==> config.mk <==
export PLATFORM = sky130hd
export DESIGN_NAME = pnud_dist
export DESIGN_NICKNAME = d
export VERILOG_FILES = /design/src/hdl/pnud_pkg.sv /design/src/hdl/pnud_dist.sv
export SDC_FILE = /design/constraint.sdc
export NUM_CORES = 1
export LEC_CHECK = 0
export BUFFER_PORTS_ARGS = -buffer_cell sky130_fd_sc_hd__buf_2
export CORE_AREA = 5 5 246 248
export CTS_BUF_LIST = sky130_fd_sc_hd__clkbuf_8
export DETAILED_ROUTE_END_ITERATION = 7
export DIE_AREA = 0 0 251 253
export PLACE_DENSITY = 0.61
export SKIP_LAST_GASP = 1
export SLEW_MARGIN = 10
export SYNTH_ARGS = -nofsm -noshare
export SYNTH_HDL_FRONTEND = slang
export SYNTH_SLANG_ARGS = --single-unit
==> constraint.sdc <==
create_clock -name clock -period 8.32 [get_ports clock]
set_input_delay 0.416 -clock clock [delete_from_list [all_inputs] [get_ports clock]]
set_output_delay 0.416 -clock clock [all_outputs]
set_load 0.02 [all_outputs]
==> src/hdl/pnud_pkg.sv <==
// ---------------------------------------------------------------------------
// pnud_pkg
// shared types and codes of the dispatch core
// ---------------------------------------------------------------------------
`timescale 1ns / 1ps
`default_nettype none
package pnud_pkg;

   localparam int FIELD_COORD_BITS = 17;
   localparam int DIST_BITS        = 35;

   typedef enum logic [1:0] {
      OP_LOAD     = 2'd0,
      OP_PUSH     = 2'd1,
      OP_DISPATCH = 2'd2,
      OP_CLEAR    = 2'd3
   } op_type;

   typedef enum logic [2:0] {
      ST_ACCEPTED = 3'd0,
      ST_ASSIGNED = 3'd1,
      ST_NO_UNIT  = 3'd2,
      ST_EMPTY    = 3'd3,
      ST_FULL     = 3'd4
   } status_type;

   typedef struct packed {
      logic [1:0]                  req_type;
      logic [FIELD_COORD_BITS-1:0] pos_x;
      logic [FIELD_COORD_BITS-1:0] pos_y;
      logic [7:0]                  severity;
      logic [31:0]                 time_stamp;
      logic [15:0]                 request_tag;
   } req_payload_type;

   typedef struct packed {
      logic [2:0]           status;
      logic [15:0]          out_tag;
      logic [7:0]           unit_index;
      logic [DIST_BITS-1:0] distance_sq;
      logic [31:0]          out_time;
   } rsp_payload_type;

   typedef enum logic [3:0] {
      S_IDLE,
      S_QREAD,
      S_QSCAN,
      S_SHIFT_RD,
      S_SHIFT_WR,
      S_UREAD,
      S_USCAN,
      S_MARK,
      S_DONE
   } state_type;

   // sequencer controls to the distance unit
   typedef struct packed {
      logic start;
      logic valid;
      logic last;
   } dist_ctrl_type;

endpackage
`default_nettype wire

==> src/hdl/pnud_dist.sv <==
// ---------------------------------------------------------------------------
// pnud_dist
// shared squared-distance unit with running minimum
// ---------------------------------------------------------------------------
`timescale 1ns / 1ps
`default_nettype none
module pnud_dist #(
   parameter int COORD_BITS = 17,
   parameter int IDX_BITS   = 8
) (
   input  wire logic                          clock,
   input  wire logic                          reset,
   input  wire pnud_pkg::dist_ctrl_type       ctrl,
   input  wire logic [COORD_BITS-1:0]         ref_x,
   input  wire logic [COORD_BITS-1:0]         ref_y,
   input  wire logic [COORD_BITS-1:0]         unit_x,
   input  wire logic [COORD_BITS-1:0]         unit_y,
   input  wire logic                          unit_free,
   input  wire logic [IDX_BITS-1:0]           unit_idx,
   output logic                               found,
   output logic [2*COORD_BITS:0]              best_dist,
   output logic [IDX_BITS-1:0]                best_idx,
   output logic                               done
);
   import pnud_pkg::*;
   localparam int DW = 2*COORD_BITS + 1;

   logic [COORD_BITS-1:0] dx_in, dy_in;
   logic [COORD_BITS-1:0] dx_ff, dy_ff;
   logic                  s1_valid_ff, s1_free_ff, s1_last_ff;
   logic [IDX_BITS-1:0]   s1_idx_ff;
   logic [2*COORD_BITS-1:0] px_ff, py_ff;
   logic                  s2_valid_ff, s2_free_ff, s2_last_ff;
   logic [IDX_BITS-1:0]   s2_idx_ff;
   logic [DW-1:0]         sum;
   logic                  found_ff;
   logic [DW-1:0]         best_ff;
   logic [IDX_BITS-1:0]   bidx_ff;
   logic                  done_ff;

   assign dx_in = (ref_x > unit_x) ? ref_x - unit_x : unit_x - ref_x;
   assign dy_in = (ref_y > unit_y) ? ref_y - unit_y : unit_y - ref_y;
   assign sum   = {1'b0, px_ff} + {1'b0, py_ff};

   always_ff @(posedge clock) begin
      dx_ff     <= dx_in;
      dy_ff     <= dy_in;
      s1_free_ff <= unit_free;
      s1_idx_ff <= unit_idx;
      px_ff     <= dx_ff * dx_ff;
      py_ff     <= dy_ff * dy_ff;
      s2_free_ff <= s1_free_ff;
      s2_idx_ff <= s1_idx_ff;
      if (reset || ctrl.start) begin
         s1_valid_ff <= 1'b0;
         s2_valid_ff <= 1'b0;
         s1_last_ff  <= 1'b0;
         s2_last_ff  <= 1'b0;
         found_ff    <= 1'b0;
         done_ff     <= 1'b0;
         best_ff     <= '0;
         bidx_ff     <= '0;
      end else begin
         s1_valid_ff <= ctrl.valid;
         s1_last_ff  <= ctrl.valid && ctrl.last;
         s2_valid_ff <= s1_valid_ff;
         s2_last_ff  <= s1_last_ff;
         done_ff     <= s2_last_ff;
         if (s2_valid_ff && s2_free_ff && (!found_ff || sum < best_ff)) begin
            found_ff <= 1'b1;
            best_ff  <= sum;
            bidx_ff  <= s2_idx_ff;
         end
      end
   end

   assign found     = found_ff;
   assign best_dist = best_ff;
   assign best_idx  = bidx_ff;
   assign done      = done_ff;
endmodule
`default_nettype wire

==> summary.txt <==
Global route
  – Largest net degree at the start of global routing: 45
  – Grt met2 use: 31.2%
  – Initial antenna violation count: 1
  – Vias in the first global route: 20300
  – Met3 GRT Util: 2.68%
  – M1 GR Usage: 23.2%
  – Remaining Overflow, GRT: 0
  – First-pass GRT wire length: between 90 and 100 mm
  – GRT Max-Usage Layer: met2
  – GRT Total Usage: 17.9%

Outcome
  – Outcome: finished, final reports clean

Floorplanning
  – Die width: 251 µm
  – Core Region: 0.0582 mm²
  – Die Y: 253 µm
  – Die area: 0.0635 mm²
  – Initial Util: roughly 44%
  – Row count: a little under 90
  – IO Count: 127

CTS
  – TritonCTS buffer count: 17
  – Setup Fix Bufs, Post-CTS: 0
  – Clk Latency, worst-skew pair: 550 ps
  – Clock transition at path regs: ~100 ps
  – Clk sinks: 167
  – CTS root buffer: clkbuf_8
  – CTS H-tree depth: 4
  – Clk buf depth: 2
  – CTS tree: done

STA
  – F_max: 149 MHz
  – Fin crit period: approximately 6700 ps
  – Setup Viol. Count Final: 0
  – Final hold violations: 0
  – Period utilization: 80.8%
  – RSZ-0062 raised after global routing: false
  – Max-slew violation count: 0
  – Actual slew at the worst max-slew pin: 1130 ps
  – Slew headroom: roughly a quarter
  – Setup Skew: approximately 29 ps
  – TNS Setup: 0 ps

Critical path
  – CP Class: flop to flop
  – CP max stage cell: dfxtp_1
  – Crit path cell chain: and2_1 -> inv_1 -> fa_1 -> inv_1 -> fa_1 -> inv_1 -> fa_1 -> inv_1 -> fa_1 -> fa_1 -> inv_1 -> fa_1 -> inv_1 -> ha_1 -> nand4_1 -> o22a_1 -> o311ai_1 -> a31oi_1 -> o21ai_1 -> a221oi_1 -> xnor2_1
  – Type of origin of the critical path: flop
  – Slowest stage delay, CP: 770 ps
  – Top cell family by delay on the critical path: adder cells
  – Worst EP required: 8750 ps
  – Critical-path maximum fanout: 18
  – Worst EP arrival: slightly above 7000 ps
  – CP Capture Type: flop
  – Worst path bufs/invs: 6

Drt
  – Final ANT Viol Nets: 0
  – Final WL: 54.7 mm
  – Initial DRC Count: 937
  – Number of remaining DRC errors: 0
  – Vias/cell: roughly 5.0
  – Via count: 18800
  – DR pass1 iterations: 6
  – Routed WL per cell: 14.7 µm

Synthesis
  – Net Count, Synth: 3674
  – Cell variety after synth: 79
  – Async set-or-reset flop fraction in the synthesized netlist: 0%
  – Main synth FF type: dfxtp_1
  – Post-Syn Instances: 2855
  – Mean post-synth cell area: 9.01 µm²
  – Register area share after synthesis: 13.0%
  – Synthesis Warnings: 0
  – Yosys reg bits: 167
  – Number of flops mapped to enable cells by yosys: 0
  – Syn Std Cell Area: 0.0257 mm²

Placed design
  – Gpl congestion: 0.876
  – Placed Area: 0.0270 mm²
  – Post-DP HPWL: 46.1 mm
  – PortBufs: 126

Worst hold path
  – Min-Delay Path Class: input port to flop

Layout
  – Core Util, Final: 47.2%
  – Net count, final: roughly 3800
  – Fraction of layout cells with a size suffix above 1: roughly 6.8%
  – P&R area growth vs syn: 7.02%
  – Final instance area: 0.0275 mm²

Job
  – Max-cap viol count: 0
## cell type report
| class | count | area (µm²) |
|---|---|---|
| Multi-Input combinational cell | 1924 | 19500 |
| Clock buffer | 19 | 262 |
| Inverter | 689 | 2590 |
| Antenna cell | 2 | 5.00 |
| Tap cell | 773 | 967 |
| Timing Repair Buffer | 137 | 736 |
| Fill cell | 5567 | 30700 |
| Sequential cell | 167 | 3340 |
| Clock inverter | 12 | 141 |
## layout by cell type, fill, tap and decap left out, drive strengths merged, types with 11 or more instances in the layout
| cell type | instances |
|---|---|
| o21bai | 13 |
| o21a | 15 |
| clkbuf | 19 |
| a21o | 79 |
| nor3 | 14 |
| o211ai | 11 |
| a211oi | 15 |
| o21ai | 75 |
| a21oi | 114 |
| xnor2 | 86 |
| inv | 694 |
| dfxtp | 167 |
| nor2b | 36 |
| nand4 | 17 |
| and2 | 119 |
| o31ai | 13 |
| xor2 | 47 |
| nor2 | 124 |
| ha | 351 |
| mux2i | 49 |
| fa | 386 |
| and3 | 14 |
| nand3 | 22 |
| buf | 128 |
| a31oi | 21 |
| nand2 | 204 |
## path summary, 6_finish.rpt
kind                startpoint      endpoint  slack, ps  depth (start not counted)
setup reg to reg      dy_ff[7]     py_ff[33]       1600                         21
hold / removal         ctrl[1]   s1_valid_ff         80                          2
hold reg to reg   s1_idx_ff[5]  s2_idx_ff[5]        330                          0
setup / recovery      dy_ff[7]     py_ff[33]       1600                         21
## sequential cells by signal (all words and copies together), names as in the netlist, 8 cells and up
register,count
px_ff,33
py_ff,33
best_dist,35
s2_idx_ff,8
dx_ff,17
dy_ff,17
s1_idx_ff,8
best_idx,8
## synth_stat cells, drive strengths merged, types with 6 or more instances
cell type / instances / area (µm²)
fa: 386 / 7730
a31o: 7 / 61.3
nor2b: 36 / 225
a221oi: 10 / 124
xnor2: 86 / 753
a211oi: 15 / 118
a21boi: 6 / 48.8
nand4: 17 / 106
xor2: 47 / 412
nor3: 14 / 70.1
o211ai: 11 / 96.3
a31oi: 21 / 146
nand3: 22 / 110
or2: 10 / 62.6
nand2b: 6 / 37.5
o31ai: 13 / 103
a21oi: 114 / 578
mux2i: 49 / 490
ha: 351 / 4390
nor2: 124 / 473
o21bai: 13 / 97.6
o21ai: 75 / 379
nand2: 204 / 766
inv: 689 / 2590
buf: 15 / 87.6
clkbuf: 60 / 226
and3: 14 / 87.6
o21a: 15 / 113
a21o: 79 / 601
and2: 119 / 744
dfxtp: 167 / 3340
## per-stage QoR
stage | worst slack, ps | hold WS, ps | std cells
after floorplan | 2240 | 310 | 2855
after global placement | 1770 | 311 | 3681
after detailed placement | 1660 | 314 | 3681
after CTS | 1600 | 14.1 | 3721
after global routing | 1250 | 40.2 | 3723
final | 1600 | 78.7 | 3723
## timing repair
| action | in CTS | in global routing |
|---|---|---|
| hold endpoints to repair | 9 | 0 |
| hold buffers | 9 | 0 |
| resized for setup | 0 | 0 |
## layer usage
layer / wire [µm] / vias to the layer above / part of all wire (%)
met5: 0 / - / 0
met4: 1350 / 0 / 2.5
met3: 2130 / 77 / 3.9
met2: 27000 / 349 / 49
met1: 24300 / 9265 / 44
li1: - / 9075 / -
## cell families (layout without fill, tap and decap cells)
family	Yosys count	after routing	share of synthesized area, %
AO/OA/AOI/OAI	417	417	11.0
XOR/XNOR	133	133	4.53
adder cells (fa/ha/maj)	737	737	47.1
buffers and inverters	764	857	11.3
flip-flops	167	167	13.0
multiplexers	52	52	2.04
other	0	2	0
AND/OR/NAND/NOR	585	585	11.0
Power is left out: the tool's default activity adds up to more than one toggle a clock period on the data nets, which glitch-free logic cannot reach.
