### src/hdl/pnud_ram.sv
// ---------------------------------------------------------------------------
// pnud_ram
// generic single-port-write, single-read ram with registered read
// ---------------------------------------------------------------------------
`timescale 1ns / 1ps
`default_nettype none
module pnud_ram #(
   parameter int WIDTH = 8,
   parameter int DEPTH = 16
) (
   input  wire logic                     clock,
   input  wire logic                     wr_en,
   input  wire logic [$clog2(DEPTH)-1:0] wr_addr,
   input  wire logic [WIDTH-1:0]         wr_data,
   input  wire logic [$clog2(DEPTH)-1:0] rd_addr,
   output logic      [WIDTH-1:0]         rd_data
);
   logic [WIDTH-1:0] mem_ff [DEPTH];

   always_ff @(posedge clock) begin
      if (wr_en) begin
         mem_ff[wr_addr] <= wr_data;
      end
      rd_data <= mem_ff[rd_addr];
   end
endmodule
`default_nettype wire

### config.mk
export PLATFORM = sky130hd
export DESIGN_NAME = pnud_ram
export DESIGN_NICKNAME = d
export VERILOG_FILES = /design/src/hdl/pnud_ram.sv
export SDC_FILE = /design/constraint.sdc
export NUM_CORES = 1
export LEC_CHECK = 0
export ABC_CLOCK_PERIOD_IN_PS = 2150
export BUFFER_PORTS_ARGS = -buffer_cell sky130_fd_sc_hd__buf_2
export CELL_PAD_IN_SITES_DETAIL_PLACEMENT = 1
export CELL_PAD_IN_SITES_GLOBAL_PLACEMENT = 2
export CORE_ASPECT_RATIO = 1.4
export CORE_MARGIN = 2
export CORE_UTILIZATION = 48
export DETAILED_ROUTE_END_ITERATION = 10
export GPL_TIMING_DRIVEN = 0
export PLACE_DENSITY = 0.88
export SYNTH_ARGS = -nofsm -noshare
export SYNTH_HDL_FRONTEND = slang
export SYNTH_SLANG_ARGS = --single-unit
### constraint.sdc
create_clock -name clock -period 2.15 [get_ports clock]
set_input_delay 0.43 -clock clock [delete_from_list [all_inputs] [get_ports clock]]
set_output_delay 0.43 -clock clock [all_outputs]
set_load 0.02 [all_outputs]
==> summary.txt, run 1 <==
Finish
  – ANT cells: 0
  – Area Growth Syn to Fin: 16.4%
  – Final net count: 290
  – Leading cell types in the layout, fill and taps excluded: 128 x edfxtp_1, 27 x buf_2, 18 x mux4_2
  – Area of the multi-input gates: 1070 sq um
  – Most common cell after layout, fill and taps aside: edfxtp_1
  – # fillers: 890
  – Total area of sequential cells: 4000 sq um
  – Layout cells sized above 1: 29.5%

Detailed routing
  – Final ANT Viol Nets: 0
  – Via-per-instance ratio: 5.72
  – Routed Wire Length: between 10 and 15 mm
  – # DRC: 0
  – DR WL/cell: about 25 um
  – Vias: about 2.4k
  – Initial DRC count: 208
  – Detailed Routing Iterations Pass 1: 4

Timing
  – Slew Viols, Final: 0
  – Final min period: roughly 1.7 ns
  – Final worst slack: 0.441 ns
  – Final Cycle Share: between 70% and 80%
  – Relative slew slack: about 13%
  – Fmax: 585 MHz
  – Final count of hold timing violations: 0
  – Slew @ Worst Pin: ~1.3 ns
  – Hold WS: about 0.42 ns
  – RSZ-0062 raised after global routing: no
  – # setup viols final: 0
  – Setup Skew: about 0.014 ns

Power
  – Pwr Density: roughly 990 nW/um^2
  – Leakage: 2.01 nW
  – VDD IR max: approximately 0.65 mV

GRT
  – Vias in the first global route: between 2k and 3k
  – Initial antenna violation count: 0
  – First-pass GRT wire length: about 16 mm
  – GRT Total Usage: around a fifth
  – Gr ovfl total: 0
  – Largest net degree at the start of global routing: 17

Synthesis
  – Post-synthesis register bit count: approximately 140
  – Number of synthesis warnings: 0
  – Syn Area/Cell: between 20 and 25 sq um
  – Synthesized area: around 5000 sq um
  – Sequential share of the synthesized area: around 78%
  – Post-Synthesis Cells: around 230
  – Syn nets: between 200 and 250
  – Cell variety after synth: 19

Floorplanning
  – Core ar.: 10,400 sq um
  – Initial core utilization: slightly below 50%
  – Die Ht: ~130 um
  – Die ar.: approximately 12,000 sq um
  – Die width: a little over 90 um
  – # IOs: 26
  – Row Count: 44

CTS
  – CTS Buf Count: 17
  – Resized cells post-CTS: 1
  – CTS tree: yes
  – Clk root buf: clkbuf_16
  – Post-CTS Setup Inserts: 0
  – Worst skew pair latency: roughly 0.42 ns
  – Clk sink count: ~140
  – Quantity of hold-fixing buffers added after cts: 0
  – CTS Buffer Depth: 2
  – Worst-path clk slew: approximately 0.050 ns
  – H-tree depth: 4

Placement
  – DP HPWL: ~7 mm
  – Pre-CTS setup slack: -0.484 ns
  – IO buf count: 24
  – GPL Wtd Cong: roughly 0.7

Worst hold path
  – Hold Path End: mem_ff[6][6]
  – Hold Startpoint: wr_data[6]
  – Worst hold path type: in -> reg
  – WHS Path Cells: 1

Critical path
  – Crit start category: input pin
  – Worst Path Required: ~2.2 ns
  – Worst setup EP type: register
  – CP arrival: about 1.7 ns
  – R2R Setup Slk: around 0.74 ns
  – Worst r2r src: mem_ff[5][1]
  – Crit path from: wr_addr[3]
  – Reg2reg end: rd_data[1]
  – Crit path max fanout: 8
  – Setup CP Type: in -> reg
  – R2R cell count: 3

Job
  – Max Cap Violations: 0

Run status
  – Outcome: complete, no violations
==> final cells by class <==
class / count / area share [%]
well taps: 138 / 2.88
clock buffers: 22 / 7.75
flip-flops and latches: 136 / 66.8
multi-input cells: 83 / 17.8
repair buffers: 24 / 2.00
clock inverters: 10 / 1.29
plain buffers: 10 / 1.44
==> cell families after synthesis <==
| kind of cell | count (synthesis) | synth area share (%) |
|---|---|---|
| AND/OR/NAND/NOR | 35 | 3.18 |
| buffers and inverters | 10 | 1.68 |
| flip-flops | 136 | 77.8 |
| multiplexers | 32 | 15.0 |
| AO/OA/AOI/OAI | 16 | 2.33 |
==> worst max-delay path by stage <==
stage,slack (ns),to
after floorplan,0.23,mem_ff[0][0]
after global placement,-0.29,mem_ff[0][0]
after CTS,0.25,mem_ff[8][3]
after detailed placement,-0.48,mem_ff[0][3]
after global routing,0.31,mem_ff[4][1]
final,0.44,mem_ff[4][1]
==> stage by stage <==
stage | total power [mW] | instances | util (%) | TNS, ns | cell area, sq um
after detailed placement | 3.34 | 391 | 52.3 | -5.34 | 5440
after global placement | 3.32 | 391 | 52.3 | -3.03 | 5440
after global routing | 6.07 | 423 | 57.6 | 0 | 5990
final | 5.90 | 423 | 57.6 | 0 | 5990
after CTS | 5.94 | 423 | 57.5 | 0 | 5990
after floorplan | 3.20 | 229 | - | 0 | 5150
==> critical path, stage by stage <==
cell	delay (ns)
buf_2	0.11
nand3b_1	0.21
nor3_1	0.97
==> sequential cells by signal (all words and copies together) (netlist names) <==
signal / cells
mem_ff: 128
rd_data: 8
==> cell usage after synthesis <==
library cell	number	share of area, %
a22oi_1	16	2.3
and2_1	1	0.12
and2b_1	1	0.15
buf_2	3	0.29
buf_4	1	0.15
buf_6	3	0.66
clkdlybuf4s25_2	3	0.58
dfxtp_1	8	3.1
edfxtp_1	128	75
mux4_1	14	7.1
mux4_2	18	7.9
nand2_1	9	0.66
nand2b_1	2	0.24
nand3_1	1	0.097
nand3b_1	2	0.29
nor2_1	13	0.95
nor2b_1	1	0.12
nor3_1	4	0.39
or3b_2	1	0.17
==> power by group <==
group	leakage, nW	total [mW]	internal [mW]	switching, mW
combinational	0.517	0.305	0.118	0.187
clock	0.273	2.62	1.63	0.988
sequential	1.22	2.98	2.97	0.0153
total	2.01	5.90	4.71	1.19
==> routing by layer <==
metal,vias up,GRT usage (%),wire (um)
li1,1060,-,-
met1,1277,26.5,4500
met2,71,32.2,5370
met3,11,5.94,448
met4,0,7.40,168
met5,-,0,0
Note: power is estimated with default switching activity, not from simulation.
==> run 2: changes to the inputs <==
Settings changed: ABC_CLOCK_PERIOD_IN_PS 2150 to 1500, CORE_UTILIZATION 48 to 43, PLACE_DENSITY 0.88 to 0.84.
Clock period 2.15 ns to 1.5 ns, I/O delays scaled along.
==> run 2 against run 1 <==
Net effect: die area increased by 11%; register-to-register slack got worse by 0.67 ns; sequential power increased by 43%; first-iteration DRC count increased by 6.7%; combinational power increased by 44%; global-route usage decreased by 2.1 points; critical path depth unchanged; cell area increased by 0.96%; total power increased by 47%; the run now ends with setup timing left; via count decreased by 0.33%; worst setup slack got worse by 0.50 ns.
==> summary.txt, run 2 (synthesis results as in run 1) <==
Run status
  – Outcome: finished, violations left (was complete, no violations)
  – Failing checks: setup timing

CTS
  – CTS Buf Count: 17 (unchanged)
  – Worst skew pair latency: 0.41 ns (was 0.42 ns)
  – Clk sink count: 136 (unchanged)
  – CTS tree: yes (unchanged)
  – H-tree depth: 4 (unchanged)
  – Quantity of hold-fixing buffers added after cts: 0 (unchanged)
  – CTS Buffer Depth: 2 (unchanged)
  – Post-CTS Setup Inserts: 0 (unchanged)
  – Resized cells post-CTS: 6 (was 1)
  – Clk root buf: clkbuf_16 (unchanged)
  – Worst-path clk slew: 0.06 ns (was 0.05 ns)

Timing
  – Final count of hold timing violations: 0 (unchanged)
  – Final worst slack: -0.0551 ns (was 0.441 ns)
  – Final min period: about 1.6 ns
  – Final Cycle Share: 104%
  – Relative slew slack: 42.7% (was 12.7%)
  – Slew @ Worst Pin: 0.856 ns (was 1.30 ns)
  – Slew Viols, Final: 0 (unchanged)
  – # setup viols final: 16 (was 0)
  – Fmax: between 600 and 700 MHz
  – Setup Skew: 0.00923 ns (was 0.0142 ns)
  – RSZ-0062 raised after global routing: yes (was no)
  – Setup TNS: -0.705 ns (was 0 ns)

Floorplanning
  – # IOs: 26 (unchanged)
  – Row Count: 47 (was 44)
  – Die ar.: 12,900 sq um (was 11,600 sq um)
  – Die width: 96.5 um (was 91.5 um)
  – Die Ht: 133 um (was 127 um)
  – Initial core utilization: 43.8% (was 49.5%)
  – Core ar.: 11,800 sq um (was 10,400 sq um)

Finish
  – Area Growth Syn to Fin: 17.5% (was 16.4%)
  – # fillers: 1,087 (was 890)
  – Most common cell after layout, fill and taps aside: edfxtp_1 (unchanged)
  – Area of the multi-input gates: 1090 sq um (was 1070 sq um)
  – ANT cells: 0 (unchanged)
  – Leading cell types in the layout, fill and taps excluded: 128 x edfxtp_1, 27 x buf_2, 18 x mux4_2 (unchanged)
  – Leading registers by flop count: mem_ff: 128 flops, rd_data: 8 flops (unchanged)
  – Total area of sequential cells: 4000 sq um (unchanged)
  – Final net count: 290 (unchanged)
  – Largest Register: mem_ff (unchanged)
  – Max reg flops: 128 (unchanged)
  – Layout cells sized above 1: 30.9% (was 29.5%)

Critical path
  – CP arrival: 1.59 ns (was 1.73 ns)
  – Worst Path Required: 1.54 ns (was 2.17 ns)
  – Reg2reg end: rd_data[0] (was rd_data[1])
  – Worst setup EP type: register (unchanged)
  – Crit path max fanout: 8 (unchanged)
  – R2R Setup Slk: 0.07 ns (was 0.74 ns)
  – Setup CP Type: in -> reg (unchanged)
  – Worst r2r src: mem_ff[5][0] (was mem_ff[5][1])
  – R2R cell count: 3 (unchanged)
  – Crit start category: input pin (unchanged)

Worst hold path
  – Worst hold path type: in -> reg (unchanged)
  – WHS Path Cells: 1 (unchanged)
  – Hold Startpoint: wr_data[6] (unchanged)
  – Hold Path End: mem_ff[6][6] (unchanged)

Power
  – Pwr Density: 1430 nW/um^2 (was 985 nW/um^2)
  – Leakage: 2.02 nW (was 2.01 nW)
  – VDD IR max: 0.718 mV (was 0.645 mV)

Placement
  – IO buf count: 24 (unchanged)
  – GPL Wtd Cong: 0.721 (was 0.680)
  – DP HPWL: 6.71 mm (was 6.91 mm)
  – Pre-CTS setup slack: -0.709 ns (was -0.484 ns)

Detailed routing
  – Vias: 2,411 (was 2,419)
  – Routed Wire Length: 10.3 mm (was 10.5 mm)
  – Via-per-instance ratio: 5.58 (was 5.72)
  – Detailed Routing Iterations Pass 1: 4 (unchanged)
  – # DRC: 0 (unchanged)
  – Initial DRC count: 222 (was 208)
  – Final ANT Viol Nets: 0 (unchanged)
  – DR WL/cell: 23.9 um (was 24.8 um)

GRT
  – Vias in the first global route: 2,588 (was 2,613)
  – Gr ovfl total: 0 (unchanged)
  – First-pass GRT wire length: 15.9 mm (was 16.3 mm)
  – GRT Total Usage: 18.1% (was 20.2%)
  – Initial antenna violation count: 0 (unchanged)
  – Largest net degree at the start of global routing: 17 (unchanged)

Job
  – Max Cap Violations: 0 (unchanged)
run 2: cell types whose count changed in the layout (fill, tap and decap cells not counted), moves of 2 or more:
cell	change
clkinv_2	-3
nor2_1	-2
nor3_1	-2
nor2_2	+2
nor3_2	+2
run 2: cell type report:
type | count | share of cell area, %
plain buffers | 10 | 1.43
clock inverters | 9 | 1.65
clock buffers | 23 | 7.74
repair buffers | 24 | 1.99
well taps | 147 | 3.04
multi-input cells | 83 | 18.0
flip-flops and latches | 136 | 66.2
run 2: power by group:
| group | internal [mW] | switching (mW) |
|---|---|---|
| sequential | 4.25 | 0.0211 |
| combinational | 0.170 | 0.268 |
| clock | 2.52 | 1.45 |
run 2: worst max path at each step:
stage / startpoint / endpoint / slack (ns) / depth (start not counted)
after detailed placement: wr_addr[2] / mem_ff[8][7] / -0.71 / 3
after global routing: wr_addr[2] / mem_ff[0][1] / -0.12 / 3
after CTS: wr_addr[2] / mem_ff[0][4] / -0.06 / 3
final: wr_addr[2] / mem_ff[2][1] / -0.06 / 3
after global placement: wr_addr[2] / mem_ff[8][3] / -0.69 / 3
after floorplan: wr_addr[2] / mem_ff[3][0] / -0.07 / 2
run 2: per-layer routing:
layer,up-vias,global-route usage (%),routed length [um]
met4,0,8.37,270
met2,77,27.4,5230
met5,-,0,0
met3,17,4.52,532
li1,1062,-,-
met1,1255,24.6,4310
run 2: worst max-delay path: stages:
cell and delay (ns):
buf_2 0.12, or3b_2 0.55, nor2_1 0.62
run 2: metrics by stage:
step	utilization [%]	power [mW]	instances	hold WS, ns	instance area (sq um)
5_1_grt	51.4	8.92	432	0.295	6050
3_3_place_gp	46.4	4.76	400	0.676	5460
4_1_cts	51.4	8.74	432	0.283	6050
6_report	51.4	8.68	432	0.297	6050
2_1_floorplan	-	4.59	229	0.399	5150
3_5_place_dp	46.4	4.79	400	0.684	5460
